==> config.mk <==
export PLATFORM = sky130hd
export DESIGN_NAME = edclf_mul
export DESIGN_NICKNAME = d
export VERILOG_FILES = /design/src/sv/edclf_mul.sv
export SDC_FILE = /design/constraint.sdc
export NUM_CORES = 1
export LEC_CHECK = 0
export BUFFER_PORTS_ARGS = -buffer_cell sky130_fd_sc_hd__buf_4
export CORE_MARGIN = 2
export CORE_UTILIZATION = 25
export CTS_BUF_LIST = sky130_fd_sc_hd__clkbuf_8
export DETAILED_ROUTE_END_ITERATION = 8
export PLACE_DENSITY = 0.38
export SYNTH_ARGS = -nofsm -noshare
export SYNTH_HDL_FRONTEND = slang
export SYNTH_SLANG_ARGS = --single-unit
==> constraint.sdc <==
create_clock -name clk_i -period 4.7 [get_ports clk_i]
set_input_delay 1.41 -clock clk_i [delete_from_list [all_inputs] [get_ports clk_i]]
set_output_delay 1.41 -clock clk_i [all_outputs]
set_load 0.02 [all_outputs]
==> src/sv/edclf_mul.sv <==
`default_nettype none
module edclf_mul #(
  parameter int unsigned OW = 46
) (
  input  wire logic              clk_i,
  input  wire logic              rst_ni,
  input  wire logic              start_i,
  input  wire logic [OW-1:0]     a_i,
  input  wire logic [OW-1:0]     b_i,
  output logic                   busy_o,
  output logic                   done_o,
  output logic [2*OW-1:0]        prod_o
);

  localparam int unsigned CNW = $clog2(OW+1);

  logic            busy_q, done_q;
  logic [CNW-1:0]  cnt_q;
  logic [OW-1:0]   a_q, b_q, hi_q, lo_q;
  logic [OW:0]     sum;

  // shift-add, one multiplier bit per cycle, LSB first
  assign sum    = {1'b0, hi_q} + (b_q[0] ? {1'b0, a_q} : '0);
  assign busy_o = busy_q;
  assign done_o = done_q;
  assign prod_o = {hi_q, lo_q};

  always_ff @(posedge clk_i or negedge rst_ni) begin
    if (!rst_ni) begin
      busy_q <= 1'b0;
      done_q <= 1'b0;
      cnt_q  <= '0;
    end else begin
      done_q <= 1'b0;
      if (start_i && !busy_q) begin
        busy_q <= 1'b1;
        cnt_q  <= '0;
      end else if (busy_q) begin
        cnt_q <= cnt_q + CNW'(1);
        if (cnt_q == CNW'(OW-1)) begin
          busy_q <= 1'b0;
          done_q <= 1'b1;
        end
      end
    end
  end

  always_ff @(posedge clk_i) begin
    if (start_i && !busy_q) begin
      a_q  <= a_i;
      b_q  <= b_i;
      hi_q <= '0;
      lo_q <= '0;
    end else if (busy_q) begin
      hi_q <= sum[OW:1];
      lo_q <= {sum[0], lo_q[OW-1:1]};
      b_q  <= b_q >> 1;
    end
  end

endmodule
`default_nettype wire

==> results_dict.tcl <==
set metrics [dict create \
    outcome "finished, final reports clean" \
    place_ws_ns 0.917 \
    path_clk_slew_ns 0.12 \
    fin_ws_ns 0.949 \
    tns_ns 0 \
    crit_fanout 28 \
    fillers 4200 \
    gp_congestion 0.805 \
    yosysSeqAreaShare_pct 49.4 \
    die_x_microns 201 \
    io_buffers 188 \
    finalSetupViolCount 0 \
    cap_violations 0 \
    rsz0062_at_grt "false" \
    fin_skew_ns 0.0246 \
    crit_chain "buf_4, and2_1, ha_1, and2_1, nand3_1, or4_1, a21oi_2, nor3b_1, o2111a_2, o2111ai_1, or3b_1" \
    grt-ovfl-total 0 \
    die_area_sq_um 40500 \
    cts_sinks 192 \
    ctsResizeCount 0 \
    path_class "reg -> reg" \
    initial_utilization_pct 25.2 \
    hpwlAfterDp_microns 21600 \
    num_rows 72 \
    syn_to_final_growth_pct 24.2 \
    synth_top_area_share_pct 28.4 \
    ys_seq_elements 192 \
    routedWlPerCell_microns 17.1 \
    syn_inst 1084 \
    cp_data_arrival_time_ns 4.16 \
    drive_gt1_share_pct 19.0 \
    end_kind "flop" \
    synth_edf_count 92 \
    multi_input_area_sq_um 4640 \
    p_leak_nw 5.18 \
    ff_latch_area_sq_um 4810 \
    grt_pass1_wl_microns 48000 \
    hold_viol 0 \
    placed_cells 1746 \
    tightest_slew_ns 1.04 \
    crit_required_ns 5.11 \
    syn_area_sq_um 9720 \
    routed_wl_microns 30400 \
    dr.pass1.iters 5 \
    via_per_inst 4.59 \
    timing.fmax_mhz 267 \
    yosysWarnings 0 \
    clk_latency_ns 0.52 \
    yosys.cell_count.top_type "nand2_1" \
    critical-path-max-stage-delay_ns 0.67 \
    syn_nets 1228 \
    grt_max_degree 69 \
    avgSynthCellArea_sq_um 8.97 \
    relSlewSlack_pct 30.3 \
    cts_made_buffers 17 \
    cts_tree "yes" \
    p_total_mw 8.58 \
    remaining_drc_errors 0 \
    critPathMostFrequentCell "and2_1" \
    period_minus_slack_ns 3.75 \
    cts_hold_buf 0 \
    antenna_left 0 \
    nets 1391 \
    ys.flop_type "edfxtp_1" \
    vias 8160 \
    slew_viol_final 0 \
    synthArstFlopShare_pct 4.17 \
    synth.distinct_cells 61 \
    postCtsSetupBuffers 0 \
    grt_pass1_vias 8281 \
    grt_usage_pct 15.2 \
    fin_crit_sh_pct 79.8 \
    fin_util_pct 31.3 \
    insertedDiodeCount 0 \
    cts_root_buffer "clkbuf_8" \
    cts.path.max_buffers 2 \
    h-tree-depth 4 \
    core-area_sq_um 38600 \
    grt_antenna_before_repair 1 \
    fp.dieH_microns 201 \
    yosys.area.top_type "edfxtp_1" \
    worst-path-buf-inv 1 \
    ir_drop_v 0.000296 \
    crit_path_start_kind "flop" \
    hold_class "reg -> reg" \
    cellPowerDensity_nw_per_um2 710 \
    slowest_stage "edfxtp_1" \
    synth_common_cells "nand2_1, o21ai_0, dfxtp_1, edfxtp_1, ha_1" \
    io-pin-count 189 \
    drtIter0Drc 362 \
    post_synth_main_area_contributors "edfxtp_1, dfxtp_1, nand2_1, ha_1, o21ai_0" \
    cp_top_family "simple AND/OR/NAND/NOR gates" \
    instances_no_fill 1778 \
]
==> cells by family (layout without fill, tap and decap cells) <==
| family | count (synthesis) | in the layout | synth area share, % |
|---|---|---|---|
| and+or+nand+nor | 479 | 479 | 22.1 |
| AOI/OAI and AO/OA | 260 | 260 | 16.7 |
| DFF | 192 | 192 | 49.4 |
| buffers and inverters | 76 | 252 | 2.93 |
| adders and majority gates | 49 | 49 | 6.38 |
| xor gates and xnor gates | 28 | 28 | 2.52 |
==> cell usage in the layout, fill, tap and decap left out, types with 6 or more instances in the layout <==
master | netlist | layout
clkbuf_8 | 0 | 17
o211ai_1 | 9 | 9
inv_1 | 22 | 23
a21o_1 | 23 | 23
and2_1 | 47 | 47
o22ai_1 | 7 | 7
ha_1 | 48 | 48
nand4_1 | 12 | 12
o31ai_1 | 7 | 7
or3_1 | 6 | 6
a32o_1 | 6 | 6
buf_4 | 0 | 196
nor3_1 | 9 | 9
dfrtp_1 | 8 | 7
a21oi_1 | 46 | 46
nor2_1 | 35 | 34
nand2_1 | 305 | 304
edfxtp_1 | 92 | 92
dfxtp_1 | 92 | 92
o21a_1 | 8 | 8
and3_1 | 10 | 10
o21ai_0 | 102 | 102
xor2_1 | 11 | 11
nand3_1 | 22 | 22
a221oi_1 | 7 | 7
xnor2_1 | 17 | 17
nand2b_1 | 10 | 10
==> worst paths after layout <==
path / slack (ns) / depth (start not counted) / startpoint / to
setup / recovery: 0.95 / 11 / b_q[0] / hi_q[44]
hold / removal: 0.48 / 2 / lo_q[0] / lo_q[0]
setup reg to reg: 0.95 / 11 / b_q[0] / hi_q[44]
hold reg to reg: 0.48 / 2 / lo_q[0] / lo_q[0]
max in group asynchronous: 3.86 / 1 / rst_ni / busy_o
min in group asynchronous: 0.70 / 1 / rst_ni / cnt_q[3]
==> power breakdown <==
group          internal (mW)  total [mW]  switching, mW
clock                  0.536        1.20          0.667
sequential              2.47        2.96          0.489
combinational           1.82        4.41           2.59
==> worst reg2reg max path, stage by stage, from the launching register on <==
cell and delay [ns]:
edfxtp_1 0.67, buf_4 0.35, and2_1 0.19, ha_1 0.38
and2_1 0.23, nand3_1 0.12, or4_1 0.55, a21oi_2 0.17
nor3b_1 0.11, o2111a_2 0.33, o2111ai_1 0.20, or3b_1 0.37
==> per-layer routing <==
layer  wire length [microns]  track usage [%]
met4                     291             3.78
met2                   13900             23.7
met3                    2010             5.10
met5                      16                0
met1                   14200             20.1
==> metrics by stage <==
step                      cell area [sq um]  hold WS (ns)
final                                 12100         0.482
after global routing                  12100         0.513
after CTS                             12100         0.482
after detailed placement              11700         0.468
after global placement                11700         0.461
after floorplan                        9720         0.452
==> area by class of cell <==
class / instances / area share [%]
flip-flops and latches: 192 / 39.8
multi-input cells: 816 / 38.4
repair buffers: 196 / 12.2
well taps: 518 / 5.37
clock buffers: 17 / 1.94
clock inverters: 15 / 1.53
inverters: 24 / 0.766
==> sequential cells by signal (all words and copies together), names as in the netlist <==
register / cells
lo_q: 46
b_q: 46
done_o: 1
a_q: 46
cnt_q: 6
busy_o: 1
hi_q: 46
Power figures use the tool's default switching activity.
