<file path="src/sv/edclf_pkg.sv">
`default_nettype none
package edclf_pkg;

  localparam int unsigned MAX_BINS_DEF = 1024;

  // config register widths and reset values
  localparam int unsigned DUR_W          = 20;
  localparam int unsigned CFG_DATA_W     = 32;
  localparam int unsigned CFG_IDX_W      = 2;
  localparam logic [19:0] BIN_DUR_RST    = 20'd10000;
  localparam logic [15:0] FIT_LOW_RST    = 16'hD800;  // -10240
  localparam logic [15:0] FIT_HIGH_RST   = 16'hF800;  // -2048
  localparam logic [31:0] MIN_TOT_RST    = 32'd429497;

  localparam int unsigned FRAC_W         = 16;        // log2 fraction bits
  localparam int unsigned LOG10_2_Q16    = 19728;
  localparam int unsigned LOG_ROUND      = 32'h0008_0000;
  localparam int unsigned LOG_SHIFT      = 20;
  localparam logic [15:0] LOG_FLOOR_MAG  = 16'd32768;
  localparam int unsigned DECAY_SCALE    = 24576;     // 6 * 4096
  localparam int unsigned DECAY_SCALE_W  = 15;
  localparam int unsigned MS_SCALE       = 1000;
  localparam int unsigned DIV_STEPS      = 17;
  localparam int unsigned DIV_CNT_W      = 5;

  typedef enum logic [1:0] {
    CFG_BIN_DUR  = 2'd0,
    CFG_FIT_LOW  = 2'd1,
    CFG_FIT_HIGH = 2'd2,
    CFG_MIN_TOT  = 2'd3
  } cfg_idx_e;

  typedef enum logic [1:0] {
    STAT_OK   = 2'd0,
    STAT_LOW  = 2'd1,
    STAT_FLAT = 2'd2
  } stat_e;

  typedef enum logic [3:0] {
    ST_LOAD, ST_CHECK, ST_LOGT, ST_RD, ST_ACC, ST_LOGC, ST_SCALE,
    ST_WIN, ST_MUL, ST_MWAIT, ST_EVAL, ST_DIV, ST_OUT
  } state_e;

  typedef enum logic [2:0] {
    MS_NXY, MS_XY, MS_NXX, MS_XX, MS_DK, MS_NK
  } mstep_e;

  typedef enum logic [1:0] {
    LG_IDLE, LG_NORM, LG_FRAC
  } lstate_e;

endpackage
`default_nettype wire

</file>
<file path="src/sv/edclf_log2.sv">
`default_nettype none
module edclf_log2 #(
  parameter int unsigned VW = 42
) (
  input  wire logic                                       clk_i,
  input  wire logic                                       rst_ni,
  input  wire logic                                       start_i,
  input  wire logic [VW-1:0]                              val_i,
  output logic                                            busy_o,
  output logic                                            done_o,
  output logic [$clog2(VW)+edclf_pkg::FRAC_W-1:0]         res_o
);
  import edclf_pkg::*;

  localparam int unsigned LZW = $clog2(VW);
  localparam int unsigned FCW = $clog2(FRAC_W);

  lstate_e            st_q, st_d;
  logic [VW-1:0]      v_q, v_d;
  logic [LZW-1:0]     lz_q, lz_d;
  logic [LZW-1:0]     k_q;
  logic [FCW-1:0]     f_q;
  logic [31:0]        m_q;
  logic [FRAC_W-1:0]  fr_q;
  logic               done_q;
  logic [LZW+FRAC_W-1:0] res_q;

  logic [LZW-1:0]     sh;
  logic [VW-1:0]      hi_mask;
  logic [63:0]        sq;
  logic [32:0]        t;

  always_comb begin
    sh      = LZW'(1) << (LZW'(LZW-1) - k_q);
    hi_mask = ~({VW{1'b1}} >> sh);
    if ((v_q & hi_mask) == '0) begin
      v_d  = v_q << sh;
      lz_d = lz_q + sh;
    end else begin
      v_d  = v_q;
      lz_d = lz_q;
    end
    sq = m_q * m_q;
    t  = sq[63:31];
  end

  always_comb begin
    st_d = st_q;
    case (st_q)
      LG_IDLE: if (start_i) st_d = LG_NORM;
      LG_NORM: if (k_q == LZW'(LZW-1)) st_d = LG_FRAC;
      LG_FRAC: if (f_q == FCW'(FRAC_W-1)) st_d = LG_IDLE;
      default: st_d = LG_IDLE;
    endcase
  end

  always_comb begin
    busy_o = (st_q != LG_IDLE);
    done_o = done_q;
    res_o  = res_q;
  end

  always_ff @(posedge clk_i or negedge rst_ni) begin
    if (!rst_ni) begin
      st_q   <= LG_IDLE;
      done_q <= 1'b0;
    end else begin
      st_q   <= st_d;
      done_q <= (st_q == LG_FRAC) && (f_q == FCW'(FRAC_W-1));
    end
  end

  always_ff @(posedge clk_i) begin
    case (st_q)
      LG_IDLE: begin
        v_q  <= val_i;
        lz_q <= '0;
        k_q  <= '0;
        f_q  <= '0;
      end
      LG_NORM: begin
        v_q  <= v_d;
        lz_q <= lz_d;
        k_q  <= k_q + LZW'(1);
        m_q  <= v_d[VW-1 -: 32];
      end
      LG_FRAC: begin
        m_q  <= t[32] ? t[32:1] : t[31:0];
        fr_q <= {fr_q[FRAC_W-2:0], t[32]};
        f_q  <= f_q + FCW'(1);
        if (f_q == FCW'(FRAC_W-1)) begin
          res_q <= {LZW'(VW-1) - lz_q, fr_q[FRAC_W-2:0], t[32]};
        end
      end
      default: ;
    endcase
  end

endmodule
`default_nettype wire

</file>
<file path="config.mk">
export PLATFORM = sky130hd
export DESIGN_NAME = edclf_log2
export DESIGN_NICKNAME = d
export VERILOG_FILES = /design/src/sv/edclf_pkg.sv /design/src/sv/edclf_log2.sv
export SDC_FILE = /design/constraint.sdc
export NUM_CORES = 2
export LEC_CHECK = 0
export ABC_AREA = 1
export BUFFER_PORTS_ARGS = -buffer_cell sky130_fd_sc_hd__clkbuf_2
export CAP_MARGIN = 20
export CORE_ASPECT_RATIO = 0.7
export CORE_MARGIN = 2
export CORE_UTILIZATION = 60
export DETAILED_ROUTE_END_ITERATION = 7
export PLACE_DENSITY = 0.74
export SKIP_LAST_GASP = 1
export SLEW_MARGIN = 15
export SYNTH_ARGS = -nofsm -noshare
export SYNTH_HDL_FRONTEND = slang
export SYNTH_SLANG_ARGS = --single-unit
export TNS_END_PERCENT = 50
</file>
<file path="constraint.sdc">
create_clock -name clk_i -period 9.6 [get_ports clk_i]
set_clock_uncertainty 0.1 [all_clocks]
set_input_delay 0 -clock clk_i [delete_from_list [all_inputs] [get_ports clk_i]]
set_output_delay 0 -clock clk_i [all_outputs]
set_load 0.02 [all_outputs]
</file>
==> impl_summary.md <==
Run status
The flow ran to the end, and the final reports show no timing, DRC or antenna violations.

Global route
The first global-routing pass estimated 183000 µm of wire. The overall global routing resource usage is 0.354. After global routing the overflow that remains totals 0. The number of antenna violations at the first check in global routing is 0. The number of global-route vias before repair is about 33000. Entering global routing, the biggest net connects 57 pins.

Logic synthesis
Among all flip-flop cells after synthesis, the most frequent one is sky130_fd_sc_hd__edfxtp_1. The average instance in the mapped netlist occupies 7.94 µm². Counting flops with a built-in enable in the synthesized netlist gives 127. The synthesized net count is 6100. The post-synthesis register bit count is between 100 and 150. For this run, the register share of the synthesized area comes to 0.0989. For this run, the number of Yosys warnings is 0.

The netlist uses 46 different library cells. Ranked by total cell area, the synthesized netlist is headed by sky130_fd_sc_hd__fa_1 40%, sky130_fd_sc_hd__inv_1 13%, sky130_fd_sc_hd__nand2_1 12%. The cell count after synthesis came out at 4949. The post-synthesis async set-or-reset flop share is 0.0231. The share of synthesized area in the top cell type comes to 0.403. Of all cell types, the one taking the most synthesized area is sky130_fd_sc_hd__fa_1.

Summing every instance area after synthesis gives between 30000 and 40000 µm².

Floorplan
The die covers about 68000 µm². The area inside the core boundary is approximately 65000 µm². The die outline height is 218 µm.

The I/O pin count is 69. The effective utilization at floorplan is 0.607. The width of the die is just over 300 µm. The placement row count is between 70 and 80.

Detailed routing
For this block, wires on met1 add up to roughly 50000 µm. In the routed design, unresolved DRC markers number 0. The first-pass iteration count of the detailed router is 6. The overall via count from detail_route is 31800. The detail-routed via count per cell is roughly 5.4. The final antenna-violating net count is 0. The wire length per cell after detailed routing is 19.2 µm. The final routed wirelength across all metal layers is 113000 µm. The detailed router's first-iteration violation count is 4048. Detailed routing placed a total of 13900 µm of wire on met3.

The uppermost layer routed is met4. Summed over all nets, wire length on met2 after detailed routing comes to between 40000 and 50000 µm.

CTS
The number of setup buffers added after CTS is 0. The clock passes through at most 2 buffers. The H-tree was split into 4 levels. The CTS sink count is 130. The later pin in the worst-skew pair is clocked with a latency of 450 ps. The cell sitting at the root of the clock tree is a sky130_fd_sc_hd__clkbuf_16. TritonCTS created 17 clock buffers. The clock transition at the registers of the reported paths is approximately 70 ps.

TritonCTS built the clock tree. The number of gates given a new drive strength after cts is 0.

STA
The number of setup violations in the final report is 0. The transition time of the tightest slew-check pin is 1090 ps. The relative slew slack is 0.273. The total count of max-transition violations in the final report came to 0. The final count of hold timing violations is 0. Setup repair after global routing left no endpoint under its margin. The final critical path time including I/O delays and setup is 8510 ps. Adding up every negative setup slack in the final design gives 0 ps. Based on the critical path, the design can be clocked at up to 118 MHz. Dividing the final minimum period by the clock period gives 0.886.

Layout
The post-route cell area is approximately 42000 µm². The final-stage net count is 6136. The top cell types in the final layout, fill and taps aside, are 1380 x sky130_fd_sc_hd__inv_1, 1229 x sky130_fd_sc_hd__nand2_1, 792 x sky130_fd_sc_hd__fa_1. The library cell used most frequently in the layout, excluding fill and tap cells, is sky130_fd_sc_hd__inv_1. Fill cells in the final layout number about 5800.

The layout overhead on the synthesized area is 5.98%. The number of antenna cells inserted is 0. In the final layout, the share of cells above drive strength 1 is 0.0436. Excluding fillers, the count of instances in the completed layout stands at 5878.

Hold path
The worst hold path begins at val_i[36]. The type of the most critical hold path is in2reg. The path with the worst hold slack has its endpoint at v_q[36]. The worst hold path passes through 4 cells.

Worst setup path
The startpoint identified for the worst register-to-register timing path is m_q[16]. The startpoint type of the worst setup path is a flip-flop. The worst setup path is captured at a flip-flop.

The maximum fanout encountered on the critical timing path is 18. The type of the setup path with the least slack is reg2reg. For this design, the slowest cell found on the critical path is sky130_fd_sc_hd__edfxtp_1. In this design, the critical path's most frequently occurring cell is sky130_fd_sc_hd__fa_1. The worst register-to-register path has a setup slack of 1090 ps.

For the worst setup path, the data arrival time is 8620 ps. The end of the worst register-to-register path is m_q[13]. The count of cells along the worst register-to-register path is 29. The worst path required time is 9710 ps. The critical path's largest stage delay is between 900 and 1000 ps.

Placed design
The wire-length estimate of the detail-placed layout is slightly above 90000 µm. At the end of routability-driven placement, the weighted congestion stood at about 1. The number of cells in the design after placement is 5797.

Buffers placed on the I/O ports in this run total 68. The instance area after placement is between 40000 and 50000 µm².

Job
The tool flagged a number of max-cap violations equal to 0.
critical path, delay by kind of cell, from the launching register on:
family          cells  cell delay, ps
compound gates      4            1020
simple gates        8             790
xor+xnor            1             260
flops               1             940
fa+ha+maj           9            4410
buf+inv             7             730
layer usage:
metal / global-route usage / vias up
met3: 0.0947 / 152
li1: - / 14600
met5: 0 / -
met2: 0.503 / 1594
met4: 0.0655 / 0
met1: 0.548 / 15500
worst max path at each step:
stage / startpoint / endpoint / slack, ps / cells past startpoint
6_report: m_q[16] / m_q[13] / 1090 / 29
5_1_grt: m_q[10] / m_q[28] / 680 / 29
4_1_cts: m_q[5] / m_q[12] / 1090 / 29
3_5_place_dp: m_q[5] / m_q[12] / 1100 / 29
3_3_place_gp: m_q[5] / m_q[13] / 1130 / 29
2_1_floorplan: m_q[12] / m_q[14] / 2250 / 32
per-stage QoR:
step	setup WS (ps)	util	hold slack [ps]
2_1_floorplan	2250	-	-396
3_3_place_gp	1130	0.626	-298
3_5_place_dp	1100	0.626	-296
4_1_cts	1090	0.642	241
5_1_grt	680	0.643	283
6_report	1090	0.643	254
sequential cells by signal, indices dropped and copies added, names as in the netlist:
signal	count
v_q	42
m_q	32
res_o	22
fr_q	15
k_q	6
lz_q	6
f_q	4
st_q	2
done_o	1
synthesized netlist by cell type, types with 3 or more instances:
cell type,count
sky130_fd_sc_hd__a21o_1,13
sky130_fd_sc_hd__nand2_1,1229
sky130_fd_sc_hd__o211ai_1,16
sky130_fd_sc_hd__clkbuf_1,108
sky130_fd_sc_hd__dfrtp_1,3
sky130_fd_sc_hd__a31o_2,7
sky130_fd_sc_hd__nor4_1,4
sky130_fd_sc_hd__fa_1,792
sky130_fd_sc_hd__inv_2,10
sky130_fd_sc_hd__inv_1,1380
sky130_fd_sc_hd__nor2_2,3
sky130_fd_sc_hd__nand2_2,9
sky130_fd_sc_hd__o21ai_0,94
sky130_fd_sc_hd__a21oi_1,101
sky130_fd_sc_hd__edfxtp_1,127
sky130_fd_sc_hd__nand3_1,289
sky130_fd_sc_hd__or2_2,6
sky130_fd_sc_hd__buf_2,26
sky130_fd_sc_hd__xnor2_1,27
sky130_fd_sc_hd__xor2_1,50
sky130_fd_sc_hd__buf_6,7
sky130_fd_sc_hd__o21a_1,6
sky130_fd_sc_hd__nor3_1,13
sky130_fd_sc_hd__nand4_1,14
sky130_fd_sc_hd__o21ai_1,14
sky130_fd_sc_hd__o21bai_1,24
sky130_fd_sc_hd__buf_1,19
sky130_fd_sc_hd__buf_4,8
sky130_fd_sc_hd__nand3b_1,3
sky130_fd_sc_hd__a31oi_1,20
sky130_fd_sc_hd__nor2_1,187
sky130_fd_sc_hd__ha_1,314
sky130_fd_sc_hd__o31ai_1,6
layout make-up:
type	instances	area, µm²	share of cell area
clock buffer	19	433	0.0104
timing repair buffer	185	1430	0.0343
multi-input combinational	3259	29500	0.707
clock inverter	13	126	0.00303
sequential	130	3890	0.0934
tap	880	1100	0.0264
inverter	1392	5230	0.125
cell families after synthesis:
| logic type | Yosys count | share of synthesized area |
|---|---|---|
| simple gates | 1770 | 0.184 |
| fa+ha+maj | 1106 | 0.503 |
| buf+inv | 1560 | 0.152 |
| xor+xnor | 77 | 0.0172 |
| compound gates | 306 | 0.0449 |
| flops | 130 | 0.0989 |
repair_timing:
item	in CTS	in global routing
endpoints found under the setup margin	0	0
endpoints found under the hold margin	47	0
hold buffers	45	0
Power is left out: the tool's default activity adds up to more than one toggle a clock period on the data nets, which glitch-free logic cannot reach.
